`config.mk`:
```
export PLATFORM = sky130hd
export DESIGN_NAME = wtae_cfg
export DESIGN_NICKNAME = d
export VERILOG_FILES = /design/src/rtl/wtae_pkg.sv /design/src/rtl/wtae_cfg.sv
export SDC_FILE = /design/constraint.sdc
export NUM_CORES = 1
export LEC_CHECK = 0
export ABC_AREA = 1
export BUFFER_PORTS_ARGS = -buffer_cell sky130_fd_sc_hd__buf_4
export CORE_MARGIN = 2
export CORE_UTILIZATION = 52
export CTS_BUF_LIST = sky130_fd_sc_hd__clkbuf_4 sky130_fd_sc_hd__clkbuf_8 sky130_fd_sc_hd__clkbuf_16
export DETAILED_ROUTE_END_ITERATION = 16
export PLACE_DENSITY = 0.86
export SLEW_MARGIN = 20
export SYNTH_ARGS = -nofsm -noshare
export SYNTH_HDL_FRONTEND = slang
export SYNTH_SLANG_ARGS = --single-unit
```
`constraint.sdc`:
```
create_clock -name clk -period 2.5 [get_ports clk]
set_clock_uncertainty 0.2 [all_clocks]
set_input_delay 0.375 -clock clk [delete_from_list [all_inputs] [get_ports clk]]
set_output_delay 0.375 -clock clk [all_outputs]
set_load 0.01 [all_outputs]
```
`src/rtl/wtae_pkg.sv`:
```
// Shared types, codes and constants for the wavetable AR envelope.
// No dependencies; compiled first.
`default_nettype none

package wtae_pkg;

  // default parameter values
  localparam int TABLE_DEPTH_DEF   = 256;
  localparam int SAMPLE_BITS_DEF   = 12;
  localparam int FRACTION_BITS_DEF = 16;

  // fixed field widths
  localparam int KIND_W   = 3;
  localparam int TSEL_W   = 2;
  localparam int TIDX_W   = 8;
  localparam int TVAL_W   = 12;
  localparam int LEVEL_W  = 16;
  localparam int STAGE_W  = 2;
  localparam int INC_W    = 24;
  localparam int BLEND_W  = 14;

  // APB
  localparam int CFG_ADDR_W = 5;
  localparam int CFG_DATA_W = 32;

  localparam logic [2:0] REG_ATTACK_INC = 3'd0;
  localparam logic [2:0] REG_DECAY_INC  = 3'd1;
  localparam logic [2:0] REG_CYCLING    = 3'd2;
  localparam logic [2:0] REG_FULL_OPEN  = 3'd3;
  localparam logic [2:0] REG_BLEND      = 3'd4;

  localparam logic [INC_W-1:0]   INC_RST   = 24'd65536;
  localparam logic [BLEND_W-1:0] BLEND_RST = 14'd4096;
  localparam logic [BLEND_W-1:0] BLEND_HALF = 14'd4096;
  localparam logic [BLEND_W-1:0] BLEND_FULL = 14'd8192;

  localparam logic [LEVEL_W-1:0] LEVEL_FULL = 16'd32768;
  localparam logic [LEVEL_W-1:0] LEVEL_ZERO = 16'd0;

  // request kinds
  localparam logic [KIND_W-1:0] KIND_TICK   = 3'd0;
  localparam logic [KIND_W-1:0] KIND_ATTACK = 3'd1;
  localparam logic [KIND_W-1:0] KIND_DECAY  = 3'd2;
  localparam logic [KIND_W-1:0] KIND_SYNC   = 3'd3;
  localparam logic [KIND_W-1:0] KIND_TWRITE = 3'd4;

  // shape tables
  localparam logic [TSEL_W-1:0] TBL_FALL = 2'd0;
  localparam logic [TSEL_W-1:0] TBL_TRI  = 2'd1;
  localparam logic [TSEL_W-1:0] TBL_RISE = 2'd2;

  typedef enum logic [STAGE_W-1:0] {
    STG_STOPPED = 2'd0,
    STG_ATTACK  = 2'd1,
    STG_DECAY   = 2'd2
  } stage_t;

  typedef enum logic [2:0] {
    ST_IDLE,
    ST_RDHI,
    ST_INTHI,
    ST_MUL,
    ST_OUT
  } fsm_t;

  typedef enum logic [1:0] {
    FORCE_NONE,
    FORCE_ZERO,
    FORCE_FULL
  } force_t;

  typedef struct packed {
    logic [INC_W-1:0]   attack_inc;
    logic [INC_W-1:0]   decay_inc;
    logic               cycling;
    logic               full_open;
    logic [BLEND_W-1:0] blend;
  } cfg_t;

  typedef struct packed {
    logic ld_lo;
    logic ld_hi;
    logic ld_blend;
  } ictl_t;

endpackage

`default_nettype wire

```
`src/rtl/wtae_cfg.sv`:
```
// APB configuration registers of the envelope.
// Depends on wtae_pkg.
`default_nettype none

module wtae_cfg (
  input  wire logic                           clk,
  input  wire logic                           rst_n,
  input  wire logic                           psel,
  input  wire logic                           penable,
  input  wire logic                           pwrite,
  input  wire logic [wtae_pkg::CFG_ADDR_W-1:0] paddr,
  input  wire logic [wtae_pkg::CFG_DATA_W-1:0] pwdata,
  output logic      [wtae_pkg::CFG_DATA_W-1:0] prdata,
  output logic                                pready,
  output wtae_pkg::cfg_t                      cfg
);
  import wtae_pkg::*;

  logic [INC_W-1:0]   attack_inc_r;
  logic [INC_W-1:0]   decay_inc_r;
  logic               cycling_r;
  logic               full_open_r;
  logic [BLEND_W-1:0] blend_r;
  logic [2:0]         reg_idx;
  logic               wr_en;

  assign reg_idx = paddr[CFG_ADDR_W-1:2];
  assign wr_en   = psel && penable && pwrite;
  assign pready  = 1'b1;

  always_ff @(posedge clk) begin
    if (!rst_n) begin
      attack_inc_r <= INC_RST;
      decay_inc_r  <= INC_RST;
      cycling_r    <= 1'b0;
      full_open_r  <= 1'b0;
      blend_r      <= BLEND_RST;
    end else if (wr_en) begin
      unique case (reg_idx)
        REG_ATTACK_INC: attack_inc_r <= pwdata[INC_W-1:0];
        REG_DECAY_INC:  decay_inc_r  <= pwdata[INC_W-1:0];
        REG_CYCLING:    cycling_r    <= pwdata[0];
        REG_FULL_OPEN:  full_open_r  <= pwdata[0];
        REG_BLEND:      blend_r      <= pwdata[BLEND_W-1:0];
        default: ;
      endcase
    end
  end

  always_comb begin
    unique case (reg_idx)
      REG_ATTACK_INC: prdata = CFG_DATA_W'(attack_inc_r);
      REG_DECAY_INC:  prdata = CFG_DATA_W'(decay_inc_r);
      REG_CYCLING:    prdata = CFG_DATA_W'(cycling_r);
      REG_FULL_OPEN:  prdata = CFG_DATA_W'(full_open_r);
      REG_BLEND:      prdata = CFG_DATA_W'(blend_r);
      default:        prdata = '0;
    endcase
  end

  always_comb begin
    cfg.attack_inc = attack_inc_r;
    cfg.decay_inc  = decay_inc_r;
    cfg.cycling    = cycling_r;
    cfg.full_open  = full_open_r;
    cfg.blend      = blend_r;
  end

endmodule

`default_nettype wire

```
==> flow_summary.json <==
{
  "min_to": "attack_inc_r[16]",
  "drtPass1Iterations": 4,
  "mostFrequentLayoutCells": "nand2_1, nor2_1, buf_4",
  "io_pins": 139,
  "path_clk_slew_ns": 0.06,
  "seq_area_frac_synth_pct": 39.3,
  "worst_slew_pin_slew_ns": 0.653,
  "status": "finished, final reports clean",
  "min_from": "pwdata[16]",
  "finalSetupViolations": 0,
  "synthMuxAreaShare_pct": 0,
  "rrSetupSlack_ns": 1.66,
  "worstPathRequired_ns": 1.92,
  "min_period_over_period_pct": 81.6,
  "end_kind": "output pin",
  "ys_types": 20,
  "vias_per_cell": 4.95,
  "worstSkewPairLatency_ns": 0.33,
  "r2r_cells": 2,
  "grt_pass1_wl_mm": 14.1,
  "r2r-end": "decay_inc_r[5]",
  "io_buffers": 119,
  "htree_levels": 3,
  "synthSimpleGateAreaFrac_pct": 47.7,
  "drc": 0,
  "syn_inst": 496,
  "numCtsBuffers": 9,
  "hold_class": "in -> reg",
  "maxSlewViolCount": 0,
  "clockBufferDepth": 2,
  "clock.fmax_mhz": 490,
  "power_density_mw_per_mm2": 492,
  "avgSynthCellArea_sq_um": 6.57,
  "grt_pass1_vias": 3081,
  "fin_nets": 641,
  "antenna_found_initial": 0,
  "synth_compound_area_share_pct": 0.615,
  "dieArea_sq_mm": 0.00691,
  "antenna_left": 0,
  "cts_tree": "done",
  "overflow": 0,
  "p_leak_nw": 2.11,
  "vdd_drop_max_uv": 304,
  "rsz0062_at_grt": "false",
  "root_buffer": "clkbuf_8",
  "hold_path_depth": 3,
  "core_sq_mm": 0.00599,
  "final_common_cell": "nand2_1",
  "rows": 28,
  "start_util_pct": 54.4,
  "cts.sinks": 64,
  "grt_max_degree": 65,
  "antenna_cells": 0,
  "crit_type": "in -> out",
  "fin_cells": 678,
  "synth_top_family_by_area": "simple AND/OR/NAND/NOR gates",
  "drive_gt1_share_pct": 26.2,
  "maxSlewHeadroom_pct": 56.4,
  "die_h_microns": 83.1,
  "synth-xor-area-share_pct": 0,
  "drv_cap": 0,
  "fin_crit_ns": 2.04,
  "post_cts_resized": 0,
  "ys_warn_count": 0,
  "setup_tns_ns": 0,
  "dp.cells": 663,
  "hold_viol_final": 0,
  "gp_congestion": 0.809,
  "synth_area_sq_mm": 0.00326,
  "cp_max_fo": 17,
  "wl_per_cell_microns": 12.4,
  "totalWireLength_mm": 8.44,
  "postCtsHoldBufs": 0,
  "syn_to_final_growth_pct": 30.0,
  "reg2reg_from": "decay_inc_r[5]",
  "ys_ff_latch": 64,
  "arrival_ns": 1.46,
  "start_kind": "input pin",
  "num_vias": 3353,
  "synthAdderAreaFrac_pct": 0,
  "cts_setup_buffers": 0,
  "track_usage_pct": 24.7,
  "first_iter_violations": 162,
  "place_hpwl_mm": 5.68,
  "die_w_microns": 83.1
}
power by group:
| group | switching (mW) | internal (mW) |
|---|---|---|
| logic | 0.142 | 0.0942 |
| registers | 0.0106 | 1.03 |
| clock network | 0.374 | 0.431 |
| total | 0.526 | 1.56 |
worst max-delay path by stage:
stage                     cells past startpoint     start         end  slack [ns]
after floorplan                               7  paddr[2]  prdata[10]        0.76
after CTS                                     8  paddr[3]  prdata[21]        0.47
after detailed placement                      8  paddr[3]  prdata[21]        0.47
after global routing                          8  paddr[3]  prdata[21]        0.36
after global placement                        8  paddr[3]  prdata[18]        0.49
final                                         8  paddr[3]  prdata[21]        0.46
worst max-delay path, stage by stage:
cell and delay, ns:
buf_4 0.14, inv_2 0.10, nand2_4 0.08, nor2_8 0.24, buf_4 0.26, nand2_1 0.07, nand2_1 0.07, buf_4 0.11
per-stage QoR:
step	setup WS, ns	cell area, sq um	hold WS [ns]	power, mW	util (%)
after floorplan	0.763	3280	0.275	1.23	-
after detailed placement	0.473	4050	0.291	1.30	67.7
after global placement	0.492	4050	0.286	1.30	67.7
final	0.461	4240	0.0603	2.08	70.7
after CTS	0.467	4240	0.0449	2.10	70.7
after global routing	0.364	4240	0.0584	2.18	70.7
area by class of cell:
class                   instances  area (sq um)
well taps                      75          93.8
fillers                       521          1760
inverters                      27           101
multi-input cells             371          1610
clock buffers                  13           166
flip-flops and latches         64          1280
repair buffers                126           971
clock inverters                 2          15.0
layer usage:
| layer | part of all wire (%) | global-route usage, % |
|---|---|---|
| met4 | 1.5 | 10.9 |
| met3 | 5.7 | 4.57 |
| met5 | 0 | 0 |
| met2 | 52 | 43.3 |
| met1 | 41 | 29.4 |
Yosys cell counts:
cell | instances | area (sq um)
nor2_2 | 1 | 6.26
nor2_1 | 124 | 465
nand3_1 | 80 | 400
a21oi_1 | 1 | 5.00
inv_1 | 23 | 86.3
o21ai_0 | 3 | 15.0
nand2_1 | 140 | 526
nand4_1 | 1 | 6.26
nand2_2 | 2 | 12.5
nor2_8 | 2 | 40.0
buf_4 | 15 | 113
nor2_4 | 5 | 56.3
buf_6 | 9 | 101
buf_1 | 4 | 15.0
dfxtp_1 | 64 | 1280
conb_1 | 2 | 7.51
nand2_4 | 2 | 22.5
inv_2 | 4 | 15.0
buf_2 | 13 | 65.1
nand3_4 | 1 | 17.5
state kept, by name (all words and copies together), names as in the netlist:
name / cells
attack_inc_r: 24
blend_r: 14
cycling_r: 1
decay_inc_r: 24
full_open_r: 1
kinds of logic after synthesis:
group | Yosys count
and+or+nand+nor | 358
buffers and inverters | 68
DFF | 64
AOI/OAI and AO/OA | 4
other | 2
(Power assumes the default switching activity.)
