==> src/rtl/wtae_pkg.sv <==
// Shared types, codes and constants for the wavetable AR envelope.
// No dependencies; compiled first.
`default_nettype none

package wtae_pkg;

  // default parameter values
  localparam int TABLE_DEPTH_DEF   = 256;
  localparam int SAMPLE_BITS_DEF   = 12;
  localparam int FRACTION_BITS_DEF = 16;

  // fixed field widths
  localparam int KIND_W   = 3;
  localparam int TSEL_W   = 2;
  localparam int TIDX_W   = 8;
  localparam int TVAL_W   = 12;
  localparam int LEVEL_W  = 16;
  localparam int STAGE_W  = 2;
  localparam int INC_W    = 24;
  localparam int BLEND_W  = 14;

  // APB
  localparam int CFG_ADDR_W = 5;
  localparam int CFG_DATA_W = 32;

  localparam logic [2:0] REG_ATTACK_INC = 3'd0;
  localparam logic [2:0] REG_DECAY_INC  = 3'd1;
  localparam logic [2:0] REG_CYCLING    = 3'd2;
  localparam logic [2:0] REG_FULL_OPEN  = 3'd3;
  localparam logic [2:0] REG_BLEND      = 3'd4;

  localparam logic [INC_W-1:0]   INC_RST   = 24'd65536;
  localparam logic [BLEND_W-1:0] BLEND_RST = 14'd4096;
  localparam logic [BLEND_W-1:0] BLEND_HALF = 14'd4096;
  localparam logic [BLEND_W-1:0] BLEND_FULL = 14'd8192;

  localparam logic [LEVEL_W-1:0] LEVEL_FULL = 16'd32768;
  localparam logic [LEVEL_W-1:0] LEVEL_ZERO = 16'd0;

  // request kinds
  localparam logic [KIND_W-1:0] KIND_TICK   = 3'd0;
  localparam logic [KIND_W-1:0] KIND_ATTACK = 3'd1;
  localparam logic [KIND_W-1:0] KIND_DECAY  = 3'd2;
  localparam logic [KIND_W-1:0] KIND_SYNC   = 3'd3;
  localparam logic [KIND_W-1:0] KIND_TWRITE = 3'd4;

  // shape tables
  localparam logic [TSEL_W-1:0] TBL_FALL = 2'd0;
  localparam logic [TSEL_W-1:0] TBL_TRI  = 2'd1;
  localparam logic [TSEL_W-1:0] TBL_RISE = 2'd2;

  typedef enum logic [STAGE_W-1:0] {
    STG_STOPPED = 2'd0,
    STG_ATTACK  = 2'd1,
    STG_DECAY   = 2'd2
  } stage_t;

  typedef enum logic [2:0] {
    ST_IDLE,
    ST_RDHI,
    ST_INTHI,
    ST_MUL,
    ST_OUT
  } fsm_t;

  typedef enum logic [1:0] {
    FORCE_NONE,
    FORCE_ZERO,
    FORCE_FULL
  } force_t;

  typedef struct packed {
    logic [INC_W-1:0]   attack_inc;
    logic [INC_W-1:0]   decay_inc;
    logic               cycling;
    logic               full_open;
    logic [BLEND_W-1:0] blend;
  } cfg_t;

  typedef struct packed {
    logic ld_lo;
    logic ld_hi;
    logic ld_blend;
  } ictl_t;

endpackage

`default_nettype wire

==> src/rtl/wtae_interp.sv <==
// Interpolation and blend datapath: two table interpolations, blend multiply,
// rounding to Q1.15. Depends on wtae_pkg.
`default_nettype none

module wtae_interp #(
  parameter int SAMPLE_BITS   = wtae_pkg::SAMPLE_BITS_DEF,
  parameter int FRACTION_BITS = wtae_pkg::FRACTION_BITS_DEF
) (
  input  wire logic                         clk,
  input  wire wtae_pkg::ictl_t              ctl,
  input  wire logic [SAMPLE_BITS-1:0]       rd_a,
  input  wire logic [SAMPLE_BITS-1:0]       rd_b,
  input  wire logic [FRACTION_BITS-1:0]     frac,
  input  wire logic [wtae_pkg::BLEND_W-1:0] weight,
  output logic      [wtae_pkg::LEVEL_W-1:0] level
);
  import wtae_pkg::*;

  localparam int S_W = SAMPLE_BITS + FRACTION_BITS;  // interpolated sample
  localparam int P_W = S_W + 2;                      // signed interp sum
  localparam int M_W = S_W + BLEND_W + 2;            // signed blend sum
  localparam int N_W = S_W + BLEND_W;                // rounded blend sum
  localparam int SH  = S_W - 2;                      // to Q1.15
  localparam logic [N_W-1:0] RND = N_W'(1) << (SH - 1);

  logic signed [SAMPLE_BITS:0] dsamp;
  logic signed [P_W-1:0]       dprod;
  logic signed [P_W-1:0]       s_sum;
  logic        [S_W-1:0]       s_val;
  logic        [S_W-1:0]       s_lo_r;
  logic        [S_W-1:0]       s_hi_r;
  logic signed [S_W:0]         ds;
  logic signed [M_W-1:0]       prod_r;
  logic        [M_W-1:0]       lo_sh;
  logic signed [M_W-1:0]       nfull;
  logic        [N_W-1:0]       rnd;

  // s = a*2^F + (b-a)*frac, never negative
  always_comb begin
    dsamp = $signed({1'b0, rd_b}) - $signed({1'b0, rd_a});
    dprod = dsamp * $signed({1'b0, frac});
    s_sum = $signed({2'b00, rd_a, {FRACTION_BITS{1'b0}}}) + dprod;
    s_val = s_sum[S_W-1:0];
  end

  assign ds = $signed({1'b0, s_hi_r}) - $signed({1'b0, s_lo_r});

  always_ff @(posedge clk) begin
    if (ctl.ld_lo) begin
      s_lo_r <= s_val;
    end
    if (ctl.ld_hi) begin
      s_hi_r <= s_val;
    end
    if (ctl.ld_blend) begin
      prod_r <= ds * $signed({1'b0, weight});
    end
  end

  // n = lo*8192 + (hi-lo)*w, then round half up
  always_comb begin
    lo_sh = M_W'(s_lo_r) << (BLEND_W - 1);
    nfull = $signed(lo_sh) + prod_r;
    rnd   = nfull[N_W-1:0] + RND;
    level = rnd[N_W-1 -: LEVEL_W];
  end

endmodule

`default_nettype wire

==> config.mk <==
export PLATFORM = sky130hd
export DESIGN_NAME = wtae_interp
export DESIGN_NICKNAME = d
export VERILOG_FILES = /design/src/rtl/wtae_pkg.sv /design/src/rtl/wtae_interp.sv
export SDC_FILE = /design/constraint.sdc
export NUM_CORES = 2
export LEC_CHECK = 0
export ABC_AREA = 1
export BUFFER_PORTS_ARGS = -buffer_cell sky130_fd_sc_hd__buf_2
export CELL_PAD_IN_SITES_DETAIL_PLACEMENT = 0
export CELL_PAD_IN_SITES_GLOBAL_PLACEMENT = 2
export CORE_MARGIN = 2
export CORE_UTILIZATION = 40
export CTS_BUF_LIST = sky130_fd_sc_hd__clkbuf_4 sky130_fd_sc_hd__clkbuf_8 sky130_fd_sc_hd__clkbuf_16
export CTS_CLUSTER_SIZE = 20
export DETAILED_ROUTE_END_ITERATION = 16
export PLACE_DENSITY = 0.83
export SLEW_MARGIN = 20
export SYNTH_ARGS = -nofsm -noshare
export SYNTH_HDL_FRONTEND = slang
export SYNTH_SLANG_ARGS = --single-unit
==> constraint.sdc <==
create_clock -name clk -period 8.9 [get_ports clk]
set_input_delay 1.78 -clock clk [delete_from_list [all_inputs] [get_ports clk]]
set_output_delay 1.78 -clock clk [all_outputs]
set_load 0.01 [all_outputs]
==> results summary <==
The worst path needs 8.35 ns of the cycle, external delays included. The post-CTS resize count came out at 0. Of the cells placed in the final design, the portion with a size suffix greater than 1 is 0.0658.

The floorplan die area came out at roughly 73000 um2. The final global-route overflow total came out at 0. The data required time of the worst path is around 9.0 ns.

The number of global-route vias before repair came out at 23800. The routability congestion estimate from global placement came out at ~0.91. Setup repair after global routing left no endpoint under its margin. The peak clock frequency supported by timing is ~120 MHz. In this run the post-CTS setup repair buffer count came out at 0. The largest net degree at the start of global routing came out at 30. The number of port buffers came out at 73. The count of final hold-check violations is 0. The core region is between 70000 and 80000 um2. The number of placed I/O pins came out at 74. The total length of routed wires is between 80000 and 90000 um. The signal arrival time at the worst endpoint is about 8.5 ns. The biggest area consumer among synthesized cells is fa_1. The CTS sink count came out at 85. The starting DRC count in detailed routing is 1362. The netlist area before placement came out at between 20000 and 30000 um2.

The net count reported at finish is 4496. The final worst clock skew came out at ~0.012 ns. The run finished with clean final reports.

The post-DP HPWL came out at between 70000 and 80000 um. The headroom to the max-slew limit came out at 0.462. The critical path in this run is classified as in -> reg. In the routed design, unresolved DRC markers number 0. STA classifies the critical path endpoint as a flip-flop. For the pin with the worst max-slew slack, the measured transition is around 0.80 ns. The level count of the clock H-tree is 3. The fraction of synthesized cell area taken by the top area cell type came out at 0.375. After synthesis, the cell types taking the most area are fa_1, ha_1, inv_1. The number of instances in the synthesized netlist came out at between 3000 and 4000. The post-synthesis area per instance is slightly below 8 um2. The part of the Yosys area used for sequential elements is 0.0903. The number of slew-limit violations in the final report came out at 0. Across the run, the number of max-cap violations was 0. STA classifies the critical path startpoint as a primary input.

TritonCTS built the clock tree. The first global-routing pass estimated 140000 um of wire. The clock transition at the registers of the reported paths is roughly 0.070 ns. The synthesized netlist net count is ~4400. The synthesis-to-finish area growth is 6.92%. Across all layers, the routed design uses roughly 23000 vias. The die extent in x is between 200 and 300 um.

The sum of negative setup slack came out at 0 ns. The height of the die is approximately 270 um. The Yosys warning count came out at 0. The average via count per standard cell came out at about 5.

Of all nets on the critical path, the largest fanout is 9. After synthesis, the netlist uses 56 different library cells. The number of antenna violations at the first check in global routing is 4. In this run the clock root is driven by a clkbuf_16. The count of antenna-violating nets left after detailed routing is 0. The total routing usage reported by global routing is 0.250. The clock latency on the worst-skew pair is roughly 0.35 ns.

The average wire per standard cell came out at slightly below 20 um. The number of iterations in the first detailed-routing pass came out at 5. The number of hold-repair buffers added at the cts stage came out at 0.

The total CTS buffers came out at 9. The initial cell density of the core came out at 0.404. The worst min-delay path category is reg -> reg. The site row count is 97. The largest buffer count on any clock path came out at 2. The number of antenna diodes in the final layout is 0.

The count of state elements after synthesis came out at 85. The count of endpoints failing setup in the final report is 0. The final period utilization came out at 0.938.
-- kinds of logic after synthesis --
| family | after synthesis | share of synthesized area |
|---|---|---|
| xor gates and xnor gates | 68 | 0.0225 |
| adders and majority gates | 797 | 0.493 |
| and+or+nand+nor | 1413 | 0.211 |
| AOI/OAI and AO/OA | 283 | 0.0579 |
| DFF | 85 | 0.0903 |
| buffers and inverters | 930 | 0.125 |
-- worst paths after layout --
kind	slack [ns]	cells past startpoint	end	from
worst max register to register	0.59	25	prod_r[37]	s_lo_r[10]
worst max-delay path	0.55	28	s_lo_r[21]	rd_a[3]
worst min-delay path	1.34	10	prod_r[41]	s_hi_r[27]
worst min register to register	1.34	10	prod_r[41]	s_hi_r[27]
-- sequential cells by signal, indices dropped and copies added, names as in the netlist --
register and cells:
s_hi_r 28, s_lo_r 28, prod_r 29
-- through the flow --
| step | cells | utilization | worst slack (ns) | hold WS, ns | cell area, um2 |
|---|---|---|---|---|---|
| 2_1_floorplan | 3576 | - | 1.10 | 0.987 | 28300 |
| 3_3_place_gp | 4570 | 0.427 | 0.281 | 1.39 | 29900 |
| 3_5_place_dp | 4570 | 0.427 | 0.207 | 1.37 | 29900 |
| 4_1_cts | 4586 | 0.432 | 0.587 | 1.38 | 30200 |
| 5_1_grt | 4586 | 0.432 | 0.0870 | 1.45 | 30200 |
| 6_report | 4586 | 0.432 | 0.554 | 1.34 | 30200 |
-- layer usage --
| layer | global-route usage | up-vias | share of wire |
|---|---|---|---|
| li1 | - | 10900 | - |
| met1 | 0.351 | 11500 | 0.46 |
| met2 | 0.422 | 540 | 0.48 |
| met3 | 0.0260 | 80 | 0.045 |
| met4 | 0.0481 | 2 | 0.021 |
| met5 | 0 | - | 0.00014 |
-- cell usage after synthesis (all sizes together) --
cell type,instances
nor3b,3
o211ai,7
nor2b,1
nor4,4
o2111ai,1
o21bai,19
nor3,29
a211oi,2
inv,854
nand3b,2
a21boi,5
and3,1
xnor2,20
xor2,48
nand2,662
edfxtp,85
o21a,11
or2,28
a31oi,9
a21o,15
nand3,183
ha,267
a21oi,135
clkbuf,53
nand4,31
clkinv,5
fa,530
o21ai,72
o31ai,5
a31o,1
buf,18
a221oi,1
and2,1
nor2,468
-- worst max-delay path, cell delays in order --
cell and delay, ns:
buf_2 0.11, inv_1 0.04, ha_1 0.36, a21oi_1 0.21, o21ai_0 0.15, a21oi_1 0.20, o21ai_0 0.12, or2_2 0.30
nand2_2 0.17, inv_1 0.18, nand2_1 0.12, fa_1 0.45, fa_1 0.56, inv_1 0.05, fa_1 0.47, inv_1 0.05
fa_1 0.50, fa_1 0.44, fa_1 0.55, inv_1 0.06, ha_1 0.35, a21oi_1 0.24, o21ai_0 0.14, a21oi_1 0.21
o21ai_0 0.24, nand3_1 0.13, nand2_1 0.06, xor2_1 0.16
-- area by class of cell --
type	instances	area [um2]
Clock inverter	7	78.8
Timing Repair Buffer	125	781
Inverter	859	3230
Clock buffer	9	225
Sequential cell	85	2550
Multi-Input combinational cell	2561	22200
Fill cell	7311	39800
Tap cell	940	1180
-- placed cells by master (no fill, tap or decap), drive strengths merged --
cell type / instances
o211ai: 7
ha: 267
o31ai: 5
buf: 125
nand2: 662
nor3b: 3
nand3: 183
and3: 1
a21o: 15
clkbuf: 9
o21ai: 72
a221oi: 1
edfxtp: 85
or2: 28
a21boi: 5
o21a: 11
o21bai: 19
nor2b: 1
fa: 530
and2: 1
nand4: 31
a21oi: 135
xor2: 48
inv: 860
nor4: 4
xnor2: 20
o2111ai: 1
nand3b: 2
nor2: 468
a211oi: 2
clkinv: 6
a31oi: 9
nor3: 29
a31o: 1
Power is not shown: default switching activity piles up to over one toggle a cycle in this logic, so the estimate is an artifact.
